File: config.mk
export PLATFORM = sky130hd
export DESIGN_NAME = integer_to_ascii_any_base
export DESIGN_NICKNAME = d
export VERILOG_FILES = /design/src/rtl/ita_pkg.sv /design/src/rtl/ita_ctrl.sv /design/src/rtl/ita_datapath.sv /design/src/rtl/integer_to_ascii_any_base.sv
export SDC_FILE = /design/constraint.sdc
export NUM_CORES = 1
export LEC_CHECK = 0
export BUFFER_PORTS_ARGS = -buffer_cell sky130_fd_sc_hd__buf_2
export CAP_MARGIN = 10
export CELL_PAD_IN_SITES_DETAIL_PLACEMENT = 1
export CELL_PAD_IN_SITES_GLOBAL_PLACEMENT = 1
export CORE_UTILIZATION = 40
export CTS_BUF_LIST = sky130_fd_sc_hd__clkbuf_16
export DETAILED_ROUTE_END_ITERATION = 16
export GPL_TIMING_DRIVEN = 0
export PLACE_DENSITY_LB_ADDON = 0.3
export SKIP_LAST_GASP = 1
export SLEW_MARGIN = 15
export SYNTH_ARGS = -nofsm -noshare
export SYNTH_HDL_FRONTEND = slang
export SYNTH_SLANG_ARGS = --single-unit
File: constraint.sdc
create_clock -name clk -period 23.5 [get_ports clk]
set_input_delay 4.7 -clock clk [delete_from_list [all_inputs] [get_ports clk]]
set_output_delay 4.7 -clock clk [all_outputs]
set_load 0.005 [all_outputs]
File: src/rtl/ita_pkg.sv
// ita_pkg: shared types, character codes and radix limits for the integer to ascii block
// depends on nothing; imported by ita_ctrl, ita_datapath and integer_to_ascii_any_base
package ita_pkg;

    localparam int CHUNK_BITS = 8;

    localparam logic [4:0] RADIX_MIN   = 5'd2;
    localparam logic [4:0] RADIX_MAX   = 5'd16;
    localparam logic [4:0] RADIX_DEC   = 5'd10;
    localparam logic [4:0] RADIX_RESET = 5'd10;

    localparam logic [6:0] CHAR_ZERO  = 7'h30;
    localparam logic [6:0] CHAR_ALPHA = 7'h41;
    localparam logic [6:0] CHAR_MINUS = 7'h2d;
    localparam logic [6:0] CHAR_NONE  = 7'h00;

    localparam logic [3:0] DIGIT_NINE = 4'd9;
    localparam logic [3:0] DIGIT_TEN  = 4'd10;

    typedef struct packed {
        logic load;
        logic empty;
        logic step;
        logic read;
        logic sign;
        logic emit;
    } ita_cmd_t;

    typedef struct packed {
        logic radix_ok;
        logic last_chunk;
        logic div_done;
        logic minus;
        logic ptr_zero;
    } ita_stat_t;

    function automatic logic [6:0] digit_char(input logic [3:0] d);
        logic [3:0] off;
        off = d - DIGIT_TEN;
        if (d > DIGIT_NINE)
        begin
            return CHAR_ALPHA + {3'b000, off};
        end
        return CHAR_ZERO + {3'b000, d};
    endfunction

endpackage

File: src/rtl/ita_ctrl.sv
// ita_ctrl: sequencer for load, digit division, sign and digit output
// depends on ita_pkg; drives ita_datapath through ita_cmd_t, reads ita_stat_t
module ita_ctrl (
    input  logic              clk,
    input  logic              rst_n,
    input  logic              start,
    output logic              busy,
    input  ita_pkg::ita_stat_t stat,
    output ita_pkg::ita_cmd_t  cmd
);
    import ita_pkg::*;

    typedef enum logic [3:0] {
        ST_IDLE = 4'b0001,
        ST_DIV  = 4'b0010,
        ST_PREP = 4'b0100,
        ST_EMIT = 4'b1000
    } ita_state_t;

    ita_state_t state_reg;
    ita_state_t state_next;

    always_ff @(posedge clk or negedge rst_n)
    begin
        if (!rst_n)
        begin
            state_reg <= ST_IDLE;
        end
        else
        begin
            state_reg <= state_next;
        end
    end

    always_comb
    begin
        state_next = state_reg;
        cmd        = '0;
        case (state_reg)
            ST_IDLE:
            begin
                if (start)
                begin
                    if (stat.radix_ok)
                    begin
                        cmd.load   = 1'b1;
                        state_next = ST_DIV;
                    end
                    else
                    begin
                        cmd.empty = 1'b1;
                    end
                end
            end
            ST_DIV:
            begin
                cmd.step = 1'b1;
                if (stat.last_chunk && stat.div_done)
                begin
                    state_next = ST_PREP;
                end
            end
            ST_PREP:
            begin
                cmd.read   = 1'b1;
                cmd.sign   = stat.minus;
                state_next = ST_EMIT;
            end
            ST_EMIT:
            begin
                cmd.emit = 1'b1;
                if (stat.ptr_zero)
                begin
                    state_next = ST_IDLE;
                end
                else
                begin
                    cmd.read = 1'b1;
                end
            end
            default:
            begin
                state_next = ST_IDLE;
            end
        endcase
    end

    assign busy = (state_reg != ST_IDLE);

    a_load_enters_div: assert property (@(posedge clk) disable iff (!rst_n)
        (start && !busy && stat.radix_ok) |=> (state_reg == ST_DIV))
        else $error("accepted request did not start division");

    a_bad_radix_stays_idle: assert property (@(posedge clk) disable iff (!rst_n)
        (start && !busy && !stat.radix_ok) |=> !busy)
        else $error("invalid radix request left the block busy");

    a_final_digit_frees: assert property (@(posedge clk) disable iff (!rst_n)
        (state_reg == ST_EMIT && stat.ptr_zero) |=> !busy)
        else $error("block still busy after last character");

endmodule

File: src/rtl/ita_datapath.sv
// ita_datapath: radix register, magnitude, byte-wise division unit, digit store, result registers
// depends on ita_pkg; commanded by ita_ctrl
module ita_datapath #(
    parameter int VALUE_WIDTH = 32
) (
    input  logic                          clk,
    input  logic                          rst_n,
    input  logic                          radix_we,
    input  logic [4:0]                    radix_wdata,
    input  logic signed [VALUE_WIDTH-1:0] value,
    input  ita_pkg::ita_cmd_t             cmd,
    output ita_pkg::ita_stat_t            stat,
    output logic [6:0]                    character,
    output logic                          last,
    output logic                          empty_res,
    output logic                          strobe
);
    import ita_pkg::*;

    localparam int NCH = (VALUE_WIDTH + CHUNK_BITS - 1) / CHUNK_BITS;
    localparam int PW  = NCH * CHUNK_BITS;
    localparam int KW  = (NCH > 1) ? $clog2(NCH) : 1;
    localparam int CW  = $clog2(VALUE_WIDTH + 1);
    localparam int AW  = $clog2(VALUE_WIDTH);

    logic [4:0]             radix_reg;
    logic [PW-1:0]          mag_reg, mag_next;
    logic [3:0]             rem_reg, rem_next;
    logic [KW-1:0]          chunk_reg, chunk_next;
    logic [KW-1:0]          top_reg, top_next;
    logic [CW-1:0]          count_reg, count_next;
    logic                   minus_reg, minus_next;
    logic [3:0]             rd_data_reg;
    logic [6:0]             char_reg, char_next;
    logic                   last_reg, last_next;
    logic                   empty_reg;
    logic                   strobe_reg, strobe_next;

    logic [3:0]             mem [VALUE_WIDTH];

    logic [VALUE_WIDTH-1:0] val_u;
    logic [VALUE_WIDTH-1:0] mag_in;
    logic [CHUNK_BITS-1:0]  chunk_in;
    logic [CHUNK_BITS-1:0]  quo;
    logic [3:0]             rem_div;
    logic [4:0]             trial;
    logic [PW-1:0]          mag_q;
    logic [CW-1:0]          count_inc;
    logic [CW-1:0]          count_dec;
    logic [AW-1:0]          waddr;
    logic [AW-1:0]          raddr;
    logic                   radix_ok;

    assign val_u     = value;
    assign mag_in    = val_u[VALUE_WIDTH-1] ? (~val_u + 1'b1) : val_u;
    assign count_inc = count_reg + 1'b1;
    assign count_dec = count_reg - 1'b1;
    assign waddr     = count_reg[AW-1:0];
    assign raddr     = count_dec[AW-1:0];
    assign chunk_in  = mag_reg[CHUNK_BITS*chunk_reg +: CHUNK_BITS];

    always_comb
    begin
        radix_ok = radix_reg inside {[RADIX_MIN:RADIX_MAX]};
    end

    // restoring division of one byte by the radix
    always_comb
    begin
        rem_div = rem_reg;
        quo     = '0;
        trial   = '0;
        for (int i = CHUNK_BITS - 1; i >= 0; i--)
        begin
            trial = {rem_div, chunk_in[i]};
            if (trial >= radix_reg)
            begin
                quo[i] = 1'b1;
                trial  = trial - radix_reg;
            end
            rem_div = trial[3:0];
        end
        mag_q = mag_reg;
        mag_q[CHUNK_BITS*chunk_reg +: CHUNK_BITS] = quo;
    end

    always_comb
    begin
        mag_next   = mag_reg;
        rem_next   = rem_reg;
        chunk_next = chunk_reg;
        top_next   = top_reg;
        count_next = count_reg;
        minus_next = minus_reg;
        if (cmd.load)
        begin
            mag_next   = PW'(mag_in);
            rem_next   = '0;
            chunk_next = KW'(NCH - 1);
            top_next   = KW'(NCH - 1);
            count_next = '0;
            minus_next = val_u[VALUE_WIDTH-1] && (radix_reg == RADIX_DEC);
        end
        if (cmd.step)
        begin
            mag_next = mag_q;
            rem_next = rem_div;
            // top byte of the quotient gone, skip it on later digits
            if ((chunk_reg == top_reg) && (quo == '0) && (top_reg != '0))
            begin
                top_next = top_reg - 1'b1;
            end
            if (chunk_reg == '0)
            begin
                rem_next   = '0;
                count_next = count_inc;
                chunk_next = top_next;
            end
            else
            begin
                chunk_next = chunk_reg - 1'b1;
            end
        end
        if (cmd.read)
        begin
            count_next = count_dec;
        end
        if (cmd.sign)
        begin
            minus_next = 1'b0;
        end
    end

    always_comb
    begin
        strobe_next = cmd.empty | cmd.sign | cmd.emit;
        char_next   = CHAR_NONE;
        last_next   = 1'b1;
        if (cmd.sign)
        begin
            char_next = CHAR_MINUS;
            last_next = 1'b0;
        end
        else if (cmd.emit)
        begin
            char_next = digit_char(rd_data_reg);
            last_next = (count_reg == '0);
        end
    end

    always_ff @(posedge clk or negedge rst_n)
    begin
        if (!rst_n)
        begin
            radix_reg  <= RADIX_RESET;
            mag_reg    <= '0;
            rem_reg    <= '0;
            chunk_reg  <= '0;
            top_reg    <= '0;
            count_reg  <= '0;
            minus_reg  <= 1'b0;
            strobe_reg <= 1'b0;
        end
        else
        begin
            if (radix_we)
            begin
                radix_reg <= radix_wdata;
            end
            mag_reg    <= mag_next;
            rem_reg    <= rem_next;
            chunk_reg  <= chunk_next;
            top_reg    <= top_next;
            count_reg  <= count_next;
            minus_reg  <= minus_next;
            strobe_reg <= strobe_next;
        end
    end

    always_ff @(posedge clk)
    begin
        if (strobe_next)
        begin
            char_reg  <= char_next;
            last_reg  <= last_next;
            empty_reg <= cmd.empty;
        end
    end

    // digit store, least significant digit at address 0
    always_ff @(posedge clk)
    begin
        if (cmd.step && (chunk_reg == '0))
        begin
            mem[waddr] <= rem_div;
        end
        if (cmd.read)
        begin
            rd_data_reg <= mem[raddr];
        end
    end

    assign stat.radix_ok   = radix_ok;
    assign stat.last_chunk = (chunk_reg == '0);
    assign stat.div_done   = (mag_q == '0) || (count_inc == CW'(VALUE_WIDTH));
    assign stat.minus      = minus_reg;
    assign stat.ptr_zero   = (count_reg == '0);

    assign character = char_reg;
    assign last      = last_reg;
    assign empty_res = empty_reg;
    assign strobe    = strobe_reg;

    a_empty_is_last: assert property (@(posedge clk) disable iff (!rst_n)
        (strobe_reg && empty_reg) |-> (last_reg && (char_reg == CHAR_NONE)))
        else $error("empty result not marked last or not blank");

    a_count_bounded: assert property (@(posedge clk) disable iff (!rst_n)
        count_reg <= CW'(VALUE_WIDTH))
        else $error("digit count beyond store depth");

    a_digit_counted: assert property (@(posedge clk) disable iff (!rst_n)
        (cmd.step && (chunk_reg == '0)) |=> (count_reg == $past(count_inc)))
        else $error("finished digit not counted");

endmodule

File: src/rtl/integer_to_ascii_any_base.sv
// integer_to_ascii_any_base: signed integer to ascii digits in a radix of 2 to 16
// throughput: one request per conversion; set by the one byte-per-cycle divide unit and single-port digit store
// invalid radix: one empty result the cycle after start, block not busy
// reset: asynchronous active low, radix back to 10, no result pending; results cannot be stalled
module integer_to_ascii_any_base #(
    parameter int VALUE_WIDTH = 32
) (
    input  logic                          clk,
    input  logic                          rst_n,
    input  logic                          start,
    output logic                          busy,
    input  logic                          radix_we,
    input  logic [4:0]                    radix_wdata,
    input  logic signed [VALUE_WIDTH-1:0] value,
    output logic                          strobe,
    output logic [6:0]                    character,
    output logic                          last,
    output logic                          empty_res
);
    import ita_pkg::*;

    ita_cmd_t  cmd;
    ita_stat_t stat;

    ita_ctrl u_ctrl (
        .clk   (clk),
        .rst_n (rst_n),
        .start (start),
        .busy  (busy),
        .stat  (stat),
        .cmd   (cmd)
    );

    ita_datapath #(
        .VALUE_WIDTH (VALUE_WIDTH)
    ) u_datapath (
        .clk         (clk),
        .rst_n       (rst_n),
        .radix_we    (radix_we),
        .radix_wdata (radix_wdata),
        .value       (value),
        .cmd         (cmd),
        .stat        (stat),
        .character   (character),
        .last        (last),
        .empty_res   (empty_res),
        .strobe      (strobe)
    );

endmodule

After elaboration in Yosys (flattened, before gate mapping)
Memory sizes are Yosys's and may differ from the RTL's. A register that Yosys moved wholly into a read port is not among the register bits.
Index checks and enable logic that the tools add are counted.
{ "totals": {"regBits": 66, "ram_bits": 128, "in_bits": 41, "out_inout_bits": 11, "elab_cells": 135, "n_memories": 1} }
{ "classes": {"add_sub_neg": 17, "magnitude_cmp": 11, "n_eq_ne": 12, "shifts": 3, "n_mux": 58, "bitwise_logic": 4, "n_reduce_logical": 16} }
{ "memory_table": {"columns": ["name", "words", "width", "read_ports", "rd_clocked_by_memory_dff", "write_ports", "line", "text"], "rows": [
  ["u_datapath.mem", 32, 4, 1, 1, 1, "ita_datapath.sv:39", "logic [3:0] mem [VALUE_WIDTH];"]
]} }
{ "op_table": {"columns": ["operator", "count"], "rows": [
  ["$mux 32", 3],
  ["$mux 4", 15],
  ["$ge 5x5->1", 8],
  ["$neg 5->34", 1],
  ["$shift 8x34->32 const A", 1],
  ["$shiftx 8x34->32", 1],
  ["$add 32x1->32 const B", 1],
  ["$bwmux 32", 1],
  ["$logic_not 32->1", 1],
  ["$not 32->32", 1],
  ["$shiftx 32x6->8", 1],
  ["$sub 4x4->4", 8],
  ["$mux 6", 5],
  ["$mux 1", 22],
  ["$mux 2", 8],
  ["$pmux 4 s4", 1],
  ["$mux 7", 2],
  ["$logic_not 8->1", 1],
  ["$add 6x4->7 const A", 1],
  ["$add 7x4->7 const A", 1],
  ["$add 6x1->6 const B", 1],
  ["$eq 6x6->1 const B", 1],
  ["$logic_and 1x1->1", 6],
  ["$logic_not 6->1", 1],
  ["other kinds (23)", 29]
]} }

Depth between registers and ports, before layout
Gate-level depths: netlist of the first run.
{ "depth": {"ltp_word": 24, "ltp_mapped": 56, "depth_no_buf": 53} }

Hierarchy
From an unflattened synthesis of the first run, not the netlist that was laid out.
{ "hier_totals": {"cells_unflattened": 979, "area_unflattened_um2": 11582.4} }
{ "modules_own_cells": {"columns": ["module", "n_inst", "cells_each", "area_per_inst_um2", "seq_area_each_um2"], "rows": [
  ["ita_datapath", 1, 947, 11275.8, 5562.8],
  ["ita_ctrl", 1, 32, 306.5, 101.3]
]} }

Worst setup path after synthesis of the first run
Ideal clock, no wire load.
{ "synth_timing": {"kind": "register to register", "from": "reg u_datapath.chunk_reg[1]", "to": "reg u_datapath.chunk_reg[1]", "setup_time_ns": 0.087, "t_arrival_ns": 12.680, "required_ns": 23.413, "setup_slack_ns": 10.733, "stages_incl_launch_ff": 53, "n_path_buf": 3, "period_less_slack_ns": 12.767, "cell_sequence": "dfrtp_1 -> clkbuf_1 -> mux4_2 -> inv_1 -> ha_1 -> nor2b_1 -> o21ai_0 -> a31oi_1 -> mux2_2 -> inv_1 -> ha_1 -> nand2_1 -> o21ai_0 -> a31oi_1 -> mux2_2 -> inv_1 -> ha_1 -> nand2_1 -> (+17 left out) -> clkbuf_1 -> mux2_2 -> ha_1 -> a21oi_1 -> inv_1 -> a31oi_1 -> o21ai_0 -> a21oi_1 -> a21oi_1 -> ha_1 -> a21oi_2 -> inv_1 -> a31o_1 -> buf_6 -> or4_1 -> or3_4 -> mux2_4 -> a211oi_2"} }
{ "synth_between": {"elab_chain_len": 23, "word_cells_on_any_way": 40, "cone_classes": "8 x add/sub; 8 x order compare; 1 x eq/ne; 1 x shift; 18 x mux; 4 x reduce/logical"} }
{ "synth_lines": {"columns": ["item", "line", "text"], "rows": [
  ["start, declared", "ita_datapath.sv:29", "logic [KW-1:0] chunk_reg, chunk_next;"],
  ["start signal, assigned", "ita_datapath.sv:172", "chunk_reg <= chunk_next;"],
  ["$shiftx 32x6->8", "ita_datapath.sv:60", "assign chunk_in = mag_reg[CHUNK_BITS*chunk_reg +: CHUNK_BITS];"],
  ["$sub 4x4->4 / $ge 5x5->1 (equally long branches)", "ita_datapath.sv:79, ita_datapath.sv:76", null],
  ["$mux 4", "ita_datapath.sv:76", "if (trial >= radix_reg)"],
  ["$sub 4x4->4 / $ge 5x5->1 (equally long branches)", "ita_datapath.sv:79, ita_datapath.sv:76", null],
  ["$mux 4", "ita_datapath.sv:76", null],
  ["$sub 4x4->4 / $ge 5x5->1 (equally long branches)", "ita_datapath.sv:79, ita_datapath.sv:76", null],
  ["$mux 4", "ita_datapath.sv:76", null],
  ["$sub 4x4->4 / $ge 5x5->1 (equally long branches)", "ita_datapath.sv:79, ita_datapath.sv:76", null],
  ["(+6 left out)", null, null],
  ["$mux 4", "ita_datapath.sv:76", null],
  ["$ge 5x5->1", "ita_datapath.sv:76", null],
  ["$mux 1", "ita_datapath.sv:76", null],
  ["$logic_not 8->1", "ita_datapath.sv:109", "if ((chunk_reg == top_reg) && (quo == '0) && (top_reg != '0))"],
  ["$logic_and 1x1->1 (2 in a row)", "ita_datapath.sv:109", null],
  ["$mux 2", "ita_datapath.sv:109", null],
  ["$mux 2 *", "ita_datapath.sv:113", "if (chunk_reg == '0)"],
  ["$mux 2 *", "ita_datapath.sv:104", "if (cmd.step)"]
]} }
Every way passes the cells marked *; elsewhere a longest branch is shown, timed or not.
A chain may end at the register's enable or synchronous reset.

Worst setup path in the final report of the first run
Same ends and word-level chain as after synthesis.

==> impl_results.md, run 1 <==
* Outcome: finished, final reports clean
* Hold Vio Cnt, Final at 0
* Overall Global Routing Usage at ~24%
* CP max FO at 10
* Slew @ Worst Pin at between 1000 and 1500 ps
* Die height at between 150 and 200 µm
* # setup viols final at 0
* DRT Pass-1 Iters at 5
* CTS Hold Bufs at 0
* Die area at ~30000 µm²
* Fin area at 13000 µm²
* Util after Layout at 46.2%
* CTS Buf Count at 17
* Cell row count at 61
* WHS Path Cells at 1
* Yosys reg bits at between 150 and 200
* CP Class: reg -> reg
* Fillcell total at 3057
* Largest net degree at the start of global routing at 34
* CP delay by family, top: compound AO/OA/AOI/OAI gates
* Clock slew at reported path FFs at approximately 80 ps
* Drt via density at around 5.9
* CTS H-tree lvls at 4
* Sum of negative setup slack at 0 ps
* Non-filler cells in the finished layout at roughly 1.5k
* Max Fclk at approximately 0.06 GHz
* DR iter-0 viols at between 700 and 800
* Starting Density at between 40% and 50%
* Number of diodes at 0
* Reg2reg setup slack at approximately 6800 ps
* Final Max Slew Viols at 0
* Reg2reg path depth at 56
* Placed instance count at around 1.4k
* Synth Instances at between 1k and 1.5k
* DRC viols at 0
* ANT nets after route at 0
* IO Pins at 52
* Post-DP Area at between 10000 and 15000 µm²
* Nets at between 1k and 1.5k
* Clock Skew at about 23 ps
* CP peak stage delay at around 700 ps
* DRT Wirelength at between 30 and 40 mm
* Worst-Skew Late Latency at around 450 ps
* Placer Congestion at ~0.92
* PostCTS Resize Cnt at 0
* Final period util at 70.9%
* Number of synthesized flops with an enable pin at between 100 and 150
* CTS max path bufs at 2
* Netlist cell types at 60
* Critical path capture point type: register
* Synth async-reset ratio at between 20 and 30%
* Layout cells sized above 1 at 16.8%
* Post-CTS Setup Bufs at 0
* Initial antenna violation count at 0
* Core box area at approximately 28000 µm²
* DP Wirelength at ~25 mm
* Clock sinks at ~200
* Crit path required time at 23850 ps
* Slew HR at roughly 30%
* Total congestion overflow at 0
* RSZ-0062 raised after global routing: no
* Synth warn at 0
* Max-cap violation count at 0
* First-pass GRT wire length at approximately 53 mm
* Root Driver: clkbuf_16
* Worst reg2reg startpoint: u_datapath.chunk_reg[1]
* Buffers plus inverters on the worst setup path at 10
* Max FFs per register at about 130
* CTS tree: yes
* Final min period at 16660 ps
* WL/cell at around 23 µm
* Nature of the critical path startpoint: register
* Hold worst-path end: u_datapath.rem_reg[3]
* R2r endpoint: u_datapath.chunk_reg[1]
* Hold_sp: u_datapath.rem_reg[3]
* Post-Syn Nets at approximately 1.1k
* Sequential cell area fraction in the yosys report at slightly below 50%
* Vias in the first global route at between 8k and 9k
* CP max stage cell: o21ai_0
* Synthesized area at about 12000 µm²
* Layout area overhead at 12.1%
* PortBufs at 50
* Via count at ~8.8k
* Die Width at approximately 170 µm
* CP Data Arrival Time at roughly 17000 ps
* Synth Flop Type: edfxtp_1
* Syn_area_per_cell at approximately 11 µm²
* Worst hold-check path type: reg -> reg
==> metrics by stage <==
| step | worst slack (ps) | hold WS, ps |
|---|---|---|
| 2_1_floorplan | 10730 | 473 |
| 3_3_place_gp | 6460 | 489 |
| 3_5_place_dp | 7140 | 525 |
| 5_1_grt | 5840 | 572 |
| 4_1_cts | 7050 | 540 |
| 6_report | 6840 | 539 |
==> worst register-to-register path, delay by kind of cell, from the launching register on <==
| kind | cells | cell delay, ps |
|---|---|---|
| AO/OA/AOI/OAI | 21 | 8200 |
| AND/OR/NAND/NOR | 10 | 1560 |
| flip-flops | 1 | 480 |
| buffers and inverters | 10 | 1430 |
| multiplexers | 7 | 2600 |
| adder cells (fa/ha/maj) | 8 | 2290 |
==> logic make-up (layout without fill, tap and decap cells) <==
| kind of cell | count (synthesis) | in the layout | share of synthesized area (%) |
|---|---|---|---|
| adders and majority gates | 64 | 64 | 7.42 |
| buffers and inverters | 130 | 215 | 4.31 |
| and+or+nand+nor | 248 | 248 | 10.3 |
| AOI/OAI and AO/OA | 244 | 244 | 13.2 |
| muxes | 78 | 78 | 12.2 |
| DFF | 198 | 198 | 48.8 |
| xor gates and xnor gates | 51 | 51 | 3.85 |
==> Yosys cell counts, types with 3 or more instances <==
cell | count | share of area, %
nand4bb_1 | 3 | 0.29
xor2_1 | 25 | 1.9
nor4b_1 | 4 | 0.30
nand2_1 | 65 | 2.1
a32o_1 | 3 | 0.26
edfxtp_1 | 141 | 36
a211oi_1 | 3 | 0.19
mux4_2 | 48 | 9.3
mux2_2 | 19 | 1.8
o31ai_1 | 13 | 0.84
o41ai_1 | 4 | 0.30
o21ai_0 | 50 | 2.2
o221ai_1 | 14 | 1.1
nor3_1 | 10 | 0.43
a21oi_1 | 73 | 3.1
a31o_2 | 4 | 0.30
nand4_1 | 10 | 0.54
nand3b_1 | 5 | 0.32
mux2i_1 | 10 | 0.86
clkbuf_1 | 38 | 1.2
nand3_1 | 15 | 0.65
ha_1 | 56 | 6.0
a21o_1 | 8 | 0.52
nor4_1 | 4 | 0.22
or2_2 | 3 | 0.16
xnor2_1 | 26 | 2.0
buf_2 | 4 | 0.17
dfstp_2 | 3 | 0.68
dfrtp_1 | 54 | 12
or4_1 | 6 | 0.39
nor2b_1 | 10 | 0.54
or3_1 | 6 | 0.32
fa_1 | 8 | 1.4
o211ai_1 | 3 | 0.19
inv_1 | 85 | 2.7
o22ai_1 | 33 | 1.8
and3_1 | 4 | 0.22
a31oi_1 | 8 | 0.43
a22oi_1 | 15 | 0.97
nor2_1 | 92 | 3.0
or3b_2 | 3 | 0.23
==> placed cells by master, fill, tap and decap left out, types with 25 or more instances in the layout <==
master | synthesis | final
xnor2_1 | 26 | 25
mux4_2 | 48 | 48
clkbuf_1 | 38 | 38
inv_1 | 85 | 85
nand2_1 | 65 | 65
dfrtp_1 | 54 | 54
o21ai_0 | 50 | 50
xor2_1 | 25 | 25
o22ai_1 | 33 | 33
a21oi_1 | 73 | 72
buf_2 | 4 | 53
ha_1 | 56 | 56
edfxtp_1 | 141 | 141
nor2_1 | 92 | 92
==> layout make-up <==
class	count	area [µm²]	area share, %
plain buffers	45	181	1.39
clock buffers	17	425	3.27
clock inverters	15	166	1.28
inverters	85	319	2.45
multi-input cells	685	5480	42.1
flip-flops and latches	198	5660	43.5
well taps	378	473	3.63
repair buffers	53	303	2.33
==> metal layers <==
metal | share of wire (%) | GRT usage, % | vias to the layer above
li1 | - | - | 3957
met1 | 46 | 34.0 | 4508
met2 | 47 | 38.6 | 254
met3 | 4.7 | 3.20 | 51
met4 | 2.0 | 6.93 | 0
met5 | 0 | 0 | -
==> worst max path at each step <==
stage	start	to	slack [ps]	depth (start not counted)
2_1_floorplan	u_datapath.chunk_reg[1]	u_datapath.chunk_reg[1]	10730	52
4_1_cts	u_datapath.chunk_reg[1]	u_datapath.chunk_reg[1]	7050	54
5_1_grt	u_datapath.chunk_reg[1]	u_datapath.chunk_reg[1]	5840	56
3_5_place_dp	u_datapath.chunk_reg[1]	u_datapath.chunk_reg[1]	7140	53
3_3_place_gp	u_datapath.chunk_reg[1]	u_datapath.mem[4][1]	6460	50
6_report	u_datapath.chunk_reg[1]	u_datapath.chunk_reg[1]	6840	56
Power of run 1 is not shown: default switching activity piles up to over one toggle a cycle in this logic, so the estimate is an artifact.
==> inputs of run 2 (changes only) <==
Clock period 23.5 ns to 14.2 ns, I/O delays scaled along.
==> impl_results.md, run 2 (synthesis results as in run 1) <==
* Outcome: finished, final reports clean
* Final Max Slew Viols at 0
* Worst reg2reg startpoint: u_datapath.chunk_reg[1]
* Drt via density at ~6.0
* Hold Vio Cnt, Final at 0
* Root Driver: clkbuf_16
* Cell row count at 61
* CTS Buf Count at 17
* Most frequent cells in the layout: edfxtp_1, nor2_1, inv_1
* CP max FO at 10
* Worst Setup SP: u_datapath.chunk_reg[1]
* Worst setup margin at around 710 ps
* Slew HR at 27.3%
* Fillcell total at a little over 3k
* ANT nets after route at 0
* DRT Pass-1 Iters at 7
* Total congestion overflow at 0
* Largest net degree at the start of global routing at 34
* Hold_sp: u_datapath.mag_reg[29]
* Final period util at 95.0%
* Max FFs per register at approximately 130
* CTS Hold Bufs at 0
* Nets at between 1k and 1.5k
* Worst hold-check path type: reg -> reg
* Placer Congestion at between 0.9 and 1
* Critical path capture point type: register
* Sum of negative setup slack at 0 ps
* Nature of the critical path startpoint: register
* Clock Skew at roughly 24 ps
* CP Class: reg -> reg
* Vias in the first global route at roughly 9k
* CTS H-tree lvls at 4
* # setup viols final at 0
* Setup Slack @ Placement at -2160 ps
* WHS at roughly 540 ps
* Number of diodes at 0
* Final min period at 13490 ps
* CTS tree: yes
* Max Fclk at about 0.074 GHz
* CP max stage cell: or4_1
* CP peak stage delay at approximately 500 ps
* Die height at ~170 µm
* DR iter-0 viols at 734
* Max-cap violation count at 0
* Most common cell after layout, fill and taps aside: edfxtp_1
* Initial antenna violation count at 0
* WL/cell at around 23 µm
* CTS max path bufs at 2
* Core box area at around 28000 µm²
* PortBufs at 50
* Layout area overhead at 13.6%
* Die area at ~30000 µm²
* CP Data Arrival Time at ~14000 ps
* DRC viols at 0
* DRT Wirelength at between 30 and 40 mm
* Worst-Skew Late Latency at 450 ps
* Clock sinks at 198
* Clock slew at reported path FFs at approximately 80 ps
* First-pass GRT wire length at 52.8 mm
* Slew @ Worst Pin at ~1100 ps
* IO Pins at 52
* DP Wirelength at 25.4 mm
* Layout cells sized above 1 at around a fifth
* Crit path required time at between 10000 and 15000 ps
* Via count at 8791
* CP dominant cell by count: ha_1
* Overall Global Routing Usage at around 24%
* Die Width at about 170 µm
* Starting Density at 41.2%
==> run 2: critical path, delay by kind of cell (launching register included) <==
family          cells  cell delay (ps)
simple gates        4             1120
buf+inv             9             1340
fa+ha+maj           8             2580
mux                 8             2890
compound gates     22             4960
flops               1              480
==> run 2: final timing paths <==
check / slack (ps) / cells after the start / endpoint
hold / removal: 540 / 2 / u_datapath.mag_reg[29]
min in group asynchronous: 2320 / 1 / u_datapath.mag_reg[2]
max in group asynchronous: 11350 / 2 / u_datapath.mag_reg[15]
setup / recovery: 710 / 51 / u_datapath.chunk_reg[1]
setup reg to reg: 710 / 51 / u_datapath.chunk_reg[1]
hold reg to reg: 540 / 2 / u_datapath.mag_reg[29]
==> run 2: area by class of cell <==
type | count | area [µm²] | share of cell area [%]
plain buffers | 45 | 184 | 1.39
clock buffers | 17 | 425 | 3.23
clock inverters | 15 | 166 | 1.26
inverters | 85 | 323 | 2.45
multi-input cells | 685 | 5640 | 42.8
flip-flops and latches | 198 | 5660 | 43.0
well taps | 378 | 473 | 3.59
repair buffers | 54 | 310 | 2.35
==> run 2: through the flow <==
step                utilization (%)  instance area [µm²]  std cells
global placement               43.8                12300       1441
floorplan                         -                11600       1013
CTS                            46.5                13100       1477
global route                   46.8                13200       1477
finish                         46.8                13200       1477
detailed placement             44.1                12400       1444
==> run 2: what timing repair did <==
item,4_1_cts,5_1_grt
endpoints found under the setup margin,142,138
resized for setup,23,16
setup buffers,1,0
pin swaps,0,1
==> run 2: routing by layer <==
layer | share of wire, % | up-vias | global-route usage (%)
met5 | 0 | - | 0
li1 | - | 3958 | -
met1 | 46 | 4502 | 34.1
met4 | 2.0 | 0 | 6.93
met3 | 5.3 | 46 | 3.20
met2 | 47 | 285 | 38.6
Power of run 2 is left out for the same reason.
==> inputs of run 3 (changes only) <==
Settings changed: BUFFER_PORTS_ARGS -buffer_cell sky130_fd_sc_hd__buf_2 to -buffer_cell sky130_fd_sc_hd__buf_4, MAX_ROUTING_LAYER set to met4.
==> impl_results.md, run 3 (synthesis results as in run 1) <==
* CP peak stage delay at roughly 490 ps
* Initial antenna violation count at 1
* CTS Buf Count at 17
* Setup Slack @ Placement at -2320 ps
* # setup viols final at 0
* Util after Layout at a little under half
* Final Max Slew Viols at 0
* Drt via density at about 6
* Most frequent cells in the layout: edfxtp_1, nor2_1, inv_1
* Crit path required time at roughly 15000 ps
* DP Wirelength at 25.4 mm
* Root Driver: clkbuf_16
* Die Width at 172 µm
* CP dominant cell by count: ha_1
* Nature of the critical path startpoint: register
* Die height at ~170 µm
* Max Fclk at roughly 0.075 GHz
* Final period util at 94.3%
* Critical path capture point type: register
* Starting Density at 41.2%
* CTS H-tree lvls at 4
* Placer Congestion at slightly above 0.9
* Overall Global Routing Usage at between 20% and 30%
* Largest net degree at the start of global routing at 58
* Cell row count at 61
* Hold Vio Cnt, Final at 0
* CP max stage cell: or4_1
* Outcome: finished, final reports clean
* Max-cap violation count at 0
* CP Class: reg -> reg
* Core box area at approximately 28000 µm²
* WL/cell at ~24 µm
* Slew HR at roughly a third
* Max FFs per register at around 130
* Layout area overhead at 15.2%
* Nets at 1189
* First-pass GRT wire length at between 50 and 60 mm
* Slew @ Worst Pin at 966 ps
* Final min period at about 13000 ps
* DR iter-0 viols at between 700 and 800
* Fillcell total at 2995
* DRT Pass-1 Iters at 5
* IO Pins at between 50 and 60
* PortBufs at 50
* CTS max path bufs at 2
* Die area at 29700 µm²
* Worst hold-check path type: reg -> reg
* ANT nets after route at 0
* CP max FO at 10
* Non-filler cells in the finished layout at between 1k and 1.5k
* Layout cells sized above 1 at between 10% and 20%
* Worst setup margin at 804 ps
* Worst-Skew Late Latency at about 460 ps
* Total congestion overflow at 0
* Clock slew at reported path FFs at about 90 ps
* Placed instance count at about 1.4k
* Clock Skew at 20.4 ps
* DRC viols at 0
* DRT Wirelength at between 30 and 40 mm
* Via count at 8702
* Vias in the first global route at about 8.9k
* Clock sinks at just under 200
* CTS tree: yes
* CP Data Arrival Time at roughly 14000 ps
* Most common cell after layout, fill and taps aside: edfxtp_1
==> run 3: cell types whose count changed in the layout (fill, tap and decap cells not counted), moves of 2 or more <==
cell,before,now
buf_16,0,2
buf_2,53,4
buf_8,2,0
inv_6,3,1
inv_12,2,6
clkinv_4,2,0
clkinvlp_4,2,0
buf_4,2,50
inv_16,0,2
==> run 3: worst max-delay path, delay by kind of cell, from the launching register on <==
kind / cells / cell delay [ps]
AO/OA/AOI/OAI: 22 / 4920
multiplexers: 8 / 2930
adder cells (fa/ha/maj): 8 / 2370
buffers and inverters: 9 / 1380
AND/OR/NAND/NOR: 4 / 1230
flip-flops: 1 / 480
==> run 3: final timing paths <==
check / startpoint / endpoint / slack [ps] / cells after the start
worst max-delay path: u_datapath.chunk_reg[1] / u_datapath.chunk_reg[1] / 800 / 51
worst min-delay path: u_datapath.rem_reg[3] / u_datapath.rem_reg[3] / 550 / 1
worst max register to register: u_datapath.chunk_reg[1] / u_datapath.chunk_reg[1] / 800 / 51
worst min register to register: u_datapath.rem_reg[3] / u_datapath.rem_reg[3] / 550 / 1
max in group asynchronous: rst_n / u_datapath.top_reg[1] / 11190 / 1
min in group asynchronous: rst_n / u_datapath.mag_reg[3] / 2440 / 1
==> run 3: per-layer routing <==
layer / up-vias / routed length (µm) / share of wire, % / GRT usage, %
met2: 262 / 16400 / 47 / 38.9
met1: 4432 / 15800 / 45 / 34.0
met5: - / 0 / 0 / -
met3: 54 / 1810 / 5.2 / 4.26
met4: 0 / 794 / 2.3 / 7.85
li1: 3954 / - / - / -
==> run 3: layout make-up <==
class / instances / area [µm²] / area share [%]
Clock buffer: 17 / 425 / 3.18
Multi-Input combinational cell: 685 / 5640 / 42.2
Antenna cell: 1 / 2.50 / 0.0187
Inverter: 85 / 319 / 2.39
Timing Repair Buffer: 52 / 430 / 3.22
Sequential cell: 198 / 5660 / 42.4
Clock inverter: 15 / 229 / 1.71
Tap cell: 378 / 473 / 3.54
Buffer: 45 / 184 / 1.38
==> run 3: stage by stage <==
step	area (µm²)	setup TNS, ps	hold slack, ps
floorplan	11600	0	473
global placement	12500	-290100	519
detailed placement	12500	-230860	521
CTS	13300	0	544
global route	13400	-40.5	567
finish	13400	0	553
==> run 3: timing repair <==
action,4_1_cts,5_1_grt
endpoints found under the setup margin,142,137
setup buffers,0,0
hold buffers,0,0
resized for setup,22,17
pin swaps,1,0
Power of run 3 is left out for the same reason.
